**src/hw/rtl/xtkd_pkg.sv**
```systemverilog
// ----------------------------------------------------------------------------
// xtkd_pkg
// shared types and constants for the xorshift table key derivation block
// ----------------------------------------------------------------------------
package xtkd_pkg;

  localparam int KEY_WORDS_DEF = 4;
  localparam int GEN_WORDS     = 4;
  localparam int TBL_DEPTH     = 64;
  localparam int TBL_AW        = 6;
  localparam int WORD_W        = 32;

  typedef enum logic [1:0] {
    OP_WRITE_TABLE = 2'd0,
    OP_WRITE_GEN   = 2'd1,
    OP_GENERATE    = 2'd2,
    OP_UNUSED      = 2'd3
  } opcode_t;

  // controller to datapath commands
  typedef struct packed {
    logic       tbl_wr;
    logic       gen_wr;
    logic       step;
    logic       rd;
    logic       merge;
    logic       load_out;
    logic [1:0] word_index;
    logic       last;
  } cmd_t;

  // datapath to controller status
  typedef struct packed {
    logic out_busy;
  } status_t;

endpackage

```
**src/hw/rtl/xtkd_datapath.sv**
```systemverilog
// ----------------------------------------------------------------------------
// xtkd_datapath
// generator words, table memory, byte assembly and output register
// ----------------------------------------------------------------------------
module xtkd_datapath
  import xtkd_pkg::*;
(
  input  logic                clk,
  input  logic                rst_n,
  input  cmd_t                cmd,
  output status_t             status,
  input  logic [TBL_AW-1:0]   slot,
  input  logic [WORD_W-1:0]   value,
  output logic                out_valid,
  input  logic                out_ready,
  output logic [1:0]          out_word_index,
  output logic [WORD_W-1:0]   out_key_word,
  output logic                out_last
);

  logic [WORD_W-1:0] gen_r   [GEN_WORDS];
  logic [WORD_W-1:0] gen_nxt [GEN_WORDS];
  logic [WORD_W-1:0] tbl_mem [TBL_DEPTH];
  logic [WORD_W-1:0] rdata_r;
  logic [WORD_W-1:0] acc_r;
  logic [WORD_W-1:0] acc_nxt;
  logic [WORD_W-1:0] t0;
  logic [WORD_W-1:0] t1;
  logic [WORD_W-1:0] t_out;
  logic [7:0]        sel_byte;
  logic              out_valid_r;
  logic              out_valid_nxt;
  logic [WORD_W-1:0] out_word_r;
  logic [1:0]        out_idx_r;
  logic              out_last_r;

  // xorshift128 step
  always_comb begin
    t0    = gen_r[0] ^ (gen_r[0] << 11);
    t1    = t0 ^ (t0 >> 8);
    t_out = t1 ^ gen_r[3] ^ (gen_r[3] >> 19);
  end

  always_comb begin
    for (int i = 0; i < GEN_WORDS; i++) begin
      gen_nxt[i] = gen_r[i];
    end
    if (cmd.step) begin
      gen_nxt[0] = gen_r[1];
      gen_nxt[1] = gen_r[2];
      gen_nxt[2] = gen_r[3];
      gen_nxt[3] = t_out;
    end else if (cmd.gen_wr && (slot[TBL_AW-1:2] == '0)) begin
      gen_nxt[slot[1:0]] = value;
    end
  end

  always_ff @(posedge clk) begin
    if (!rst_n) begin
      for (int i = 0; i < GEN_WORDS; i++) begin
        gen_r[i] <= '0;
      end
    end else begin
      for (int i = 0; i < GEN_WORDS; i++) begin
        gen_r[i] <= gen_nxt[i];
      end
    end
  end

  // table memory, one write and one registered read
  always_ff @(posedge clk) begin
    if (cmd.tbl_wr) begin
      tbl_mem[slot] <= value;
    end
  end

  always_ff @(posedge clk) begin
    if (cmd.rd) begin
      rdata_r <= tbl_mem[t_out[WORD_W-1 -: TBL_AW]];
    end
  end

  // byte select from top two bits of second output
  always_comb begin
    case (t_out[WORD_W-1 -: 2])
      2'd0:    sel_byte = rdata_r[7:0];
      2'd1:    sel_byte = rdata_r[15:8];
      2'd2:    sel_byte = rdata_r[23:16];
      default: sel_byte = rdata_r[31:24];
    endcase
  end

  assign acc_nxt = {acc_r[WORD_W-9:0], sel_byte};

  always_ff @(posedge clk) begin
    if (cmd.merge) begin
      acc_r <= acc_nxt;
    end
  end

  // output register
  always_comb begin
    if (cmd.load_out) begin
      out_valid_nxt = 1'b1;
    end else if (out_ready) begin
      out_valid_nxt = 1'b0;
    end else begin
      out_valid_nxt = out_valid_r;
    end
  end

  always_ff @(posedge clk) begin
    if (!rst_n) begin
      out_valid_r <= 1'b0;
    end else begin
      out_valid_r <= out_valid_nxt;
    end
  end

  always_ff @(posedge clk) begin
    if (cmd.load_out) begin
      out_word_r <= acc_nxt;
      out_idx_r  <= cmd.word_index;
      out_last_r <= cmd.last;
    end
  end

  assign status.out_busy = out_valid_r & ~out_ready;
  assign out_valid       = out_valid_r;
  assign out_word_index  = out_idx_r;
  assign out_key_word    = out_word_r;
  assign out_last        = out_last_r;

endmodule

```
**src/hw/rtl/xtkd_ctrl.sv**
```systemverilog
// ----------------------------------------------------------------------------
// xtkd_ctrl
// sequencer for table and generator writes and key generation
// ----------------------------------------------------------------------------
module xtkd_ctrl
  import xtkd_pkg::*;
#(
  parameter int KEY_WORDS = KEY_WORDS_DEF
) (
  input  logic    clk,
  input  logic    rst_n,
  input  logic    in_valid,
  output logic    in_ready,
  input  opcode_t opcode,
  input  status_t status,
  output cmd_t    cmd
);

  localparam int WCW = (KEY_WORDS > 1) ? $clog2(KEY_WORDS) : 1;
  localparam logic [WCW-1:0] LAST_WORD = WCW'(KEY_WORDS - 1);

  typedef enum logic [2:0] {
    ST_IDLE = 3'b001,
    ST_ADDR = 3'b010,
    ST_SEL  = 3'b100
  } state_t;

  state_t         state_r, state_nxt;
  logic [1:0]     byte_cnt_r, byte_cnt_nxt;
  logic [WCW-1:0] word_cnt_r, word_cnt_nxt;
  logic [WCW+1:0] word_ext;

  assign word_ext = {2'b00, word_cnt_r};

  always_comb begin
    state_nxt      = state_r;
    byte_cnt_nxt   = byte_cnt_r;
    word_cnt_nxt   = word_cnt_r;
    in_ready       = 1'b0;
    cmd            = '0;
    cmd.word_index = word_ext[1:0];
    cmd.last       = (word_cnt_r == LAST_WORD);
    case (state_r)
      ST_IDLE: begin
        in_ready = 1'b1;
        if (in_valid) begin
          case (opcode)
            OP_WRITE_TABLE: cmd.tbl_wr = 1'b1;
            OP_WRITE_GEN:   cmd.gen_wr = 1'b1;
            OP_GENERATE: begin
              state_nxt    = ST_ADDR;
              byte_cnt_nxt = '0;
              word_cnt_nxt = '0;
            end
            default: ;
          endcase
        end
      end
      ST_ADDR: begin
        cmd.step  = 1'b1;
        cmd.rd    = 1'b1;
        state_nxt = ST_SEL;
      end
      ST_SEL: begin
        if (!((byte_cnt_r == 2'd3) && status.out_busy)) begin
          cmd.step     = 1'b1;
          cmd.merge    = 1'b1;
          byte_cnt_nxt = byte_cnt_r + 2'd1;
          state_nxt    = ST_ADDR;
          if (byte_cnt_r == 2'd3) begin
            cmd.load_out = 1'b1;
            if (word_cnt_r == LAST_WORD) begin
              state_nxt = ST_IDLE;
            end else begin
              word_cnt_nxt = word_cnt_r + 1'b1;
            end
          end
        end
      end
      default: state_nxt = ST_IDLE;
    endcase
  end

  always_ff @(posedge clk) begin
    if (!rst_n) begin
      state_r    <= ST_IDLE;
      byte_cnt_r <= '0;
      word_cnt_r <= '0;
    end else begin
      state_r    <= state_nxt;
      byte_cnt_r <= byte_cnt_nxt;
      word_cnt_r <= word_cnt_nxt;
    end
  end

endmodule

```
**src/hw/rtl/xorshift_table_key_derive_top.sv**
```systemverilog
// ----------------------------------------------------------------------------
// xorshift_table_key_derive_top
// key derivation from a xorshift128 generator and a 64-word byte table
// ----------------------------------------------------------------------------
//  channel  dir  tdata / tuser / tlast
//  in_      in   tdata {value[37:6], slot[5:0]}, tuser opcode[1:0]
//  out_     out  tdata {key_word[33:2], word_index[1:0]}, tlast last
//
//  table and generator writes are accepted in idle
//  generate: after the accept cycle, states ST_ADDR and ST_SEL, two generator steps per
//  byte with the table memory read registered between them
//  reset clears generator words and control; the table is not cleared
//  the last byte of a word waits while the output register holds a result
//  that is not yet taken; a new transaction is taken once the key is done
module xorshift_table_key_derive_top
  import xtkd_pkg::*;
#(
  parameter int KEY_WORDS = KEY_WORDS_DEF
) (
  input  logic        clk,
  input  logic        rst_n,
  input  logic        in_tvalid,
  output logic        in_tready,
  input  logic [39:0] in_tdata,   // slot, value, zero pad
  input  logic [1:0]  in_tuser,   // opcode
  output logic        out_tvalid,
  input  logic        out_tready,
  output logic [39:0] out_tdata,  // word_index, key_word, zero pad
  output logic        out_tlast
);

  cmd_t        cmd;
  status_t     status;
  opcode_t     opcode;
  logic [1:0]  out_word_index;
  logic [31:0] out_key_word;

  assign opcode = opcode_t'(in_tuser);

  xtkd_ctrl #(
    .KEY_WORDS(KEY_WORDS)
  ) u_ctrl (
    .clk     (clk),
    .rst_n   (rst_n),
    .in_valid(in_tvalid),
    .in_ready(in_tready),
    .opcode  (opcode),
    .status  (status),
    .cmd     (cmd)
  );

  xtkd_datapath u_datapath (
    .clk           (clk),
    .rst_n         (rst_n),
    .cmd           (cmd),
    .status        (status),
    .slot          (in_tdata[5:0]),
    .value         (in_tdata[37:6]),
    .out_valid     (out_tvalid),
    .out_ready     (out_tready),
    .out_word_index(out_word_index),
    .out_key_word  (out_key_word),
    .out_last      (out_tlast)
  );

  assign out_tdata = {6'b0, out_key_word, out_word_index};

  // a generate transaction makes the block busy
  a_gen_busy: assert property (@(posedge clk) disable iff (!rst_n)
    in_tvalid && in_tready && (in_tuser == OP_GENERATE) |=> !in_tready)
    else $error("ready after generate transaction");

  // a pending result is never overwritten
  a_no_overwrite: assert property (@(posedge clk) disable iff (!rst_n)
    cmd.load_out |-> !(out_tvalid && !out_tready))
    else $error("output register overwritten");

  // writes only while idle, never together with a generator step
  a_wr_idle: assert property (@(posedge clk) disable iff (!rst_n)
    (cmd.tbl_wr || cmd.gen_wr) |-> (in_tready && !cmd.step))
    else $error("write outside idle");

  // the table read is always followed by the select state, which neither reads nor raises ready
  a_rd_merge: assert property (@(posedge clk) disable iff (!rst_n)
    cmd.rd |=> !in_tready && !cmd.rd)
    else $error("table read not followed by select");

endmodule
```
**config.mk**
```make
export PLATFORM = sky130hd
export DESIGN_NAME = xorshift_table_key_derive_top
export DESIGN_NICKNAME = d
export VERILOG_FILES = /design/src/hw/rtl/xtkd_pkg.sv /design/src/hw/rtl/xtkd_datapath.sv /design/src/hw/rtl/xtkd_ctrl.sv /design/src/hw/rtl/xorshift_table_key_derive_top.sv
export SDC_FILE = /design/constraint.sdc
export NUM_CORES = 2
export LEC_CHECK = 0
export CORE_ASPECT_RATIO = 0.6
export CORE_MARGIN = 3
export CORE_UTILIZATION = 27
export CTS_BUF_LIST = sky130_fd_sc_hd__clkbuf_8
export DETAILED_ROUTE_END_ITERATION = 12
export DONT_BUFFER_PORTS = 1
export GPL_TIMING_DRIVEN = 0
export HOLD_SLACK_MARGIN = 0.02
export PLACE_DENSITY_LB_ADDON = 0.12
export SLEW_MARGIN = 40
export SYNTH_ARGS = -nofsm -noshare
export SYNTH_HDL_FRONTEND = slang
export SYNTH_SLANG_ARGS = --single-unit
```
**constraint.sdc**
```tcl
create_clock -name clk -period 10.41 [get_ports clk]
set_clock_uncertainty 0.05 [all_clocks]
set_input_delay 1.5615 -clock clk [delete_from_list [all_inputs] [get_ports clk]]
set_output_delay 1.5615 -clock clk [all_outputs]
set_load 0.05 [all_outputs]
```
# Yosys cells after proc, flatten, opt, wreduce, memory -nomap -nowiden
# Memory sizes are Yosys's and may differ from the RTL's. A register that Yosys moved wholly into a read port is not among the register bits.
# Cells that the tools add are included.
# Widths: inputs -> output; s select.
[op_classes]
addsub = 2
n_lt_le_gt_ge = 2
eq_ne = 14
n_mux = 41
bitwise = 11
reduce_logical = 11
[op_table]
columns = ["op", "count"]
rows = [
  ["$mux 128", 2],
  ["$mux 32", 5],
  ["$bwmux 128", 1],
  ["$demux 32 s2", 1],
  ["$xor 32x32->32", 2],
  ["$xor 32x13->32", 1],
  ["$xor 32x24->32", 1],
  ["$pmux 8 s3", 1],
  ["$mux 2", 11],
  ["$mux 1", 12],
  ["$mux 3", 4],
  ["$pmux 3 s3", 1],
  ["$eq 2x2->1 const B", 4],
  ["$ne 2x2->1 const B", 4],
  ["$pmux 2 s2", 2],
  ["$reduce_and 6->1", 1],
  ["$add 2x1->2 const B", 2],
  ["$eq 2x1->1 const B", 2],
  ["$logic_not 2->1", 2],
  ["$logic_not 4->1", 1],
  ["$or 1x1->1", 4],
  ["$reduce_and 4->1", 1],
  ["$reduce_bool 2->1", 2],
  ["$eq 3x1->1 const B", 1],
  ["11 further kinds", 13],
]
[word_totals]
regBits = 67
mem_bits_rw = 2176
inputBits = 46
out_inout_bits = 43
word_cells = 91
n_memories = 2
[memory_table]
columns = ["name", "depth", "word_bits", "rd", "rd_clocked_by_memory_dff", "write_ports", "line_no", "source"]
rows = [
  ["u_datapath.tbl_mem", 64, 32, 1, 1, 1, "xtkd_datapath.sv:23", "logic [WORD_W-1:0] tbl_mem [TBL_DEPTH];"],
  ["u_datapath.gen_r", 4, 32, 4, 0, 4, "xtkd_datapath.sv:21", "logic [WORD_W-1:0] gen_r [GEN_WORDS];"],
]

# Longest topological paths before layout
[logic_depth]
depth_word = 9
mapped_depth = 11
mapped_depth_nobuf = 7

# Cells and area by module
# From an unflattened synthesis, not the netlist that was laid out.
[hier_totals]
cells_unflattened = 7172
area_unflattened_um2 = 90264.1
[by_module_without_submodules]
columns = ["module", "instances", "cells_per_inst", "area_per_inst_um2", "seq_area_each_um2"]
rows = [
  ["xtkd_datapath", 1, 7111, 89748.6, 66814.1],
  ["xtkd_ctrl", 1, 54, 466.7, 140.1],
  ["xorshift_table_key_derive_top", 1, 7, 48.8, 0.0],
]

# Worst setup path after synthesis
# Ideal clock, no wire load.
[synth_timing]
path_type = "input to register"
start = "input port in_tdata[5]"
end = "memory u_datapath.tbl_mem[35][0], enable pin"
setup_ns = 0.421
t_arrival_ns = 3.785
required_ns = 9.939
path_slack_ns = 6.154
stages = 4
n_path_buf = 2
cell_sequence = "clkbuf_1 > or3b_2 > buf_1 > nor2_1"
[synth_rtl]
columns = ["item", "line_no", "source"]
rows = [
  ["from (decl)", "xorshift_table_key_derive_top.sv:24", "input logic [39:0] in_tdata,"],
  ["to (decl)", "xtkd_datapath.sv:23", ""],
]
# Straight into the memory's write port.

==> results.md <==
- The run finished with clean final reports.
- By area, the combinational part of the netlist is dominated by simple AND/OR/NAND/NOR gates.
- The achievable frequency is ~200 MHz.
- The met1 global-route usage is roughly two fifths.
- The via count of the first global-routing pass is approximately 59000.
- The total length of routed wires is about 420 mm.
- The capturing element type of the critical path is a flop.
- The half-perimeter wire length after placement is between 200 and 300 mm.
- The cell chosen for the clock root is sky130_fd_sc_hd__clkbuf_8.
- The mean instance size in the synthesized netlist is about 13 µm².
- The worst hold path belongs to the class flop to flop.
- The top fanout value on the critical path is 10.
- The number of buffers created by CTS is 362.
- The worst hold path passes through 0 cells.
- The die width is 751 µm.
- The count of buffering cells on the critical path with inverters included is 2.
- The hold violation total from the final report came to 0.
- In this run the power density over the cells is about 160 nW/µm².
- The all-layer global routing usage is between 20% and 30%.
- The via count is between 60000 and 70000.
- In the post-synthesis netlist, the biggest area contributors are sky130_fd_sc_hd__edfxtp_1, sky130_fd_sc_hd__nand2_1, sky130_fd_sc_hd__nand3_1.
- The design internal power is ~13 mW.
- The slowest stage of the critical path is the sky130_fd_sc_hd__dfxtp_1 cell.
- IR analysis of the VDD net gives a maximum drop of 0.111 mV.
- Entering global routing, the biggest net connects a little under 70 pins.
- The worst setup path is of the flop to flop kind.
- The required arrival time at the worst endpoint is 11.12 ns.
- On the critical path the largest part of the delay comes from simple AND/OR/NAND/NOR gates.
- The share of cells above drive strength 1 is around an eighth.
- The clock transition at the registers of the reported paths is roughly 0.060 ns.
- Combinational cells account for 1.3% of the total power.
- The count of endpoints failing setup in the final report is 0.
- The worst-case reg-to-reg path depth is 8.
- The chip height is between 400 and 500 µm.
- Port buffering added 0 buffers.
- The detail route stage leaves a number of antenna-violating nets equal to 0.
- Setup repair after global routing left no endpoint under its margin.
- The largest single stage delay on the critical path is 0.77 ns.
- The DRC violation count after routing is 0.
- The relative slew slack is 31.8%.
- Summing the sequential cell areas from Yosys gives about 74% of the chip area.
- For this design the top-level I/O count stands at a little under 90.
- The detailed router finished its first iteration with roughly 12000 violations.
- The max-slew violation count is 0.
- The cell area after technology mapping is 89900 µm².
- The final net count is 7760.
- After global routing the overflow that remains totals 0.
- The floorplan step defined a die boundary enclosing about 340000 µm².
- The first global-routing pass estimated about 550 mm of wire.
- TritonCTS built the clock tree.
- After synthesis, the share of cell area in mux cells is less than 1%.
- The met3 usage is roughly a tenth.
- In this run, synthesis produced a sequential element count of 2275.
- In this run the power spent charging and discharging nets is 3.99 mW.
- The setup slack at placement is ~5.3 ns.
- The total of warnings raised by yosys is 0.
- The placeable core area is 330000 µm².
- The kind of start point of the critical path is a flop.
- Traced cell by cell, the critical path runs through xnor2_4 -> xnor2_4 -> buf_2 -> clkbuf_1 -> nand3_1 -> nand3_1 -> a41oi_1 -> or4_1.
- Of the total power, registers draw roughly 57%.
- Summing the areas of all xor and xnor instances in the mapped netlist gives 1.05% of the synthesized area.
- Yosys mapped the design onto 47 distinct sky130hd cell types.
- The most used flip-flop cell after synthesis is sky130_fd_sc_hd__edfxtp_1.
- The number of enable-type register cells in the synthesized netlist is ~2100.
- The H-tree was split into 5 levels.
- The number of maximum-capacitance constraint violations is 0.
- The number of vias per cell is between 5 and 6.
- For the pin with the worst max-slew slack, the measured transition is around 1 ns.
- The count of instances resized after the clock tree is built is 0.
- The final clock period utilization by the worst path is around half.
- STA puts the critical path data arrival time at 5.73 ns.
- In this run switching power makes up between 20% and 30% of total power.
- The clock power share is ~41%.
- The commonest cells after synthesis are sky130_fd_sc_hd__edfxtp_1, sky130_fd_sc_hd__nand2_1, sky130_fd_sc_hd__nand3_1, sky130_fd_sc_hd__clkbuf_1, sky130_fd_sc_hd__nor2_1.
- The growth of design area from synthesis to finish is 19.3%.
- The clock latency on the worst-skew pair is between 1 and 1.5 ns.
- The first-pass iteration count of the detailed router is 8.
- The detailed-route wire length per cell is between 30 and 40 µm.
- The floorplan has about 160 rows.
- At the end of routability-driven placement, the weighted congestion stood at between 0.9 and 1.
- The initial cell density of the core is approximately 27%.
- Global routing consumed, on the met2 layer, about 29% of the routing resources.
- The post-CTS setup buffer count is 0.
- The number of hold buffers added after cts is 0.
- The path length in cells of the critical path is 8.
- The completed layout was analyzed and its total power is 17.4 mW.
- The proportion of register bits with asynchronous set or reset after synthesis is 0%.
- The aggregate negative setup slack is 0 ns.
- After technology mapping, the gate count stands at 7144.
- The number of clock sinks seen by CTS is between 2000 and 2500.
- After global routing, the most crowded layer is met1.
- In the post-route analysis, the smallest setup slack over all paths is roughly 5.4 ns.
- Yosys instantiated no cell more often than sky130_fd_sc_hd__edfxtp_1.
- Summed over all cells, the static leakage comes to about 36 nW.
- The fraction of the mapped netlist area in simple logic gates is approximately a fifth.
- Summing the areas of all fa, ha and maj instances in the mapped netlist gives 0.0278% of the synthesized area.
- Summing the areas of all compound-gate instances in the mapped netlist gives under 10% of the synthesized area.
- The area fraction of the dominant cell type after synthesis is just over 70%.
- The initial antenna violation count is 74.
- The top cell type by total area after synthesis is sky130_fd_sc_hd__edfxtp_1.
- The worst path needs between 5 and 6 ns of the cycle, external delays included.
- No sink is reached through more buffers than the 4 on the longest clock path.
-- area by class of cell --
cell class / instances / area (µm²)
Antenna cell: 106 / 265
Buffer: 490 / 2110
Clock buffer: 370 / 5090
Clock inverter: 249 / 1150
Fill cell: 32900 / 223000
Inverter: 5 / 18.8
Multi-Input combinational cell: 4379 / 21800
Sequential cell: 2275 / 67000
Tap cell: 4372 / 5470
Timing Repair Buffer: 199 / 4370
-- per-layer routing --
layer / share of wire [%] / vias up / wire length (µm)
li1: - / 27300 / -
met1: 47 / 34200 / 197000
met2: 36 / 4226 / 149000
met3: 15 / 461 / 63900
met4: 2.0 / 4 / 8480
met5: 0.051 / - / 214
-- worst paths after layout --
| kind | slack (ns) | to | start |
|---|---|---|---|
| min | 0.37 | u_datapath.out_key_word[31]$_DFFE_PP_ | u_datapath.acc_r[23]$_DFFE_PP_ |
| max | 5.39 | u_datapath.rdata_r[10]$_DFFE_PP_ | u_datapath.gen_r[0][16]$_SDFFE_PN0P_ |
| max reg2reg | 5.39 | u_datapath.rdata_r[10]$_DFFE_PP_ | u_datapath.gen_r[0][16]$_SDFFE_PN0P_ |
| min reg2reg | 0.37 | u_datapath.out_key_word[31]$_DFFE_PP_ | u_datapath.acc_r[23]$_DFFE_PP_ |
-- cells by family after synthesis --
| family | count (synthesis) |
|---|---|
| adder cells (fa/ha/maj) | 2 |
| AO/OA/AOI/OAI | 287 |
| multiplexers | 10 |
| XOR/XNOR | 99 |
| AND/OR/NAND/NOR | 3975 |
| flip-flops | 2275 |
| buffers and inverters | 495 |
| other | 1 |
-- stage by stage --
stage               hold slack (ns)  instance area, µm²  utilization (%)  instances
floorplan                     0.350               89900                -       7149
global placement              0.353               95400             28.9      11500
detailed placement            0.355              101000             30.5      11700
CTS                           0.370              107000             32.4      12300
global route                  0.371              107000             32.4      12300
finish                        0.368              107000             32.5      12400
-- placed cells by master (no fill, tap or decap), types with 14 or more instances in the layout --
master,instances
sky130_fd_sc_hd__buf_2,157
sky130_fd_sc_hd__a41oi_2,14
sky130_fd_sc_hd__a311oi_1,31
sky130_fd_sc_hd__nand2_1,2116
sky130_fd_sc_hd__clkbuf_8,370
sky130_fd_sc_hd__buf_1,34
sky130_fd_sc_hd__buf_8,67
sky130_fd_sc_hd__inv_1,126
sky130_fd_sc_hd__clkinv_1,81
sky130_fd_sc_hd__buf_4,17
sky130_fd_sc_hd__diode_2,106
sky130_fd_sc_hd__and2_1,30
sky130_fd_sc_hd__dfxtp_1,136
sky130_fd_sc_hd__nor2_1,132
sky130_fd_sc_hd__a41oi_1,103
sky130_fd_sc_hd__or4_1,32
sky130_fd_sc_hd__clkbuf_2,35
sky130_fd_sc_hd__buf_16,117
sky130_fd_sc_hd__nand3_1,1546
sky130_fd_sc_hd__xnor2_1,64
sky130_fd_sc_hd__xor2_1,28
sky130_fd_sc_hd__edfxtp_1,2139
sky130_fd_sc_hd__a222oi_1,87
sky130_fd_sc_hd__clkinv_2,24
sky130_fd_sc_hd__clkbuf_1,257
sky130_fd_sc_hd__nor2_4,65
-- registers in the layout, summed over array words and instances, names as in the netlist --
register                   count
u_datapath.tbl_mem          2048
u_datapath.gen_r             128
u_datapath.out_key_word       32
u_datapath.rdata_r            32
u_datapath.acc_r              24
u_ctrl.state_r                 3
u_ctrl.byte_cnt_r              2
u_ctrl.word_cnt_r              2
u_datapath.out_word_index      2
u_datapath.out_last            1
u_datapath.out_valid           1
-- worst register-to-register path, delay by kind of cell, from the launching register on --
family,cells,cell delay [ns]
xor gates and xnor gates,2,0.97
AOI/OAI and AO/OA,1,0.33
buffers and inverters,2,1.18
DFF,1,0.77
and+or+nand+nor,3,1.47
-- power groups by stage --
stage / Combinational [mW] / Clock (mW) / Sequential (mW)
final: 0.222 / 7.20 / 10.0
after global placement: 0.189 / 0 / 10.2
after CTS: 0.211 / 7.33 / 10.0
after global routing: 0.229 / 7.73 / 10.0
after detailed placement: 0.210 / 0 / 10.2
after floorplan: 0.0969 / 0 / 10.2
Power figures use the tool's default switching activity.
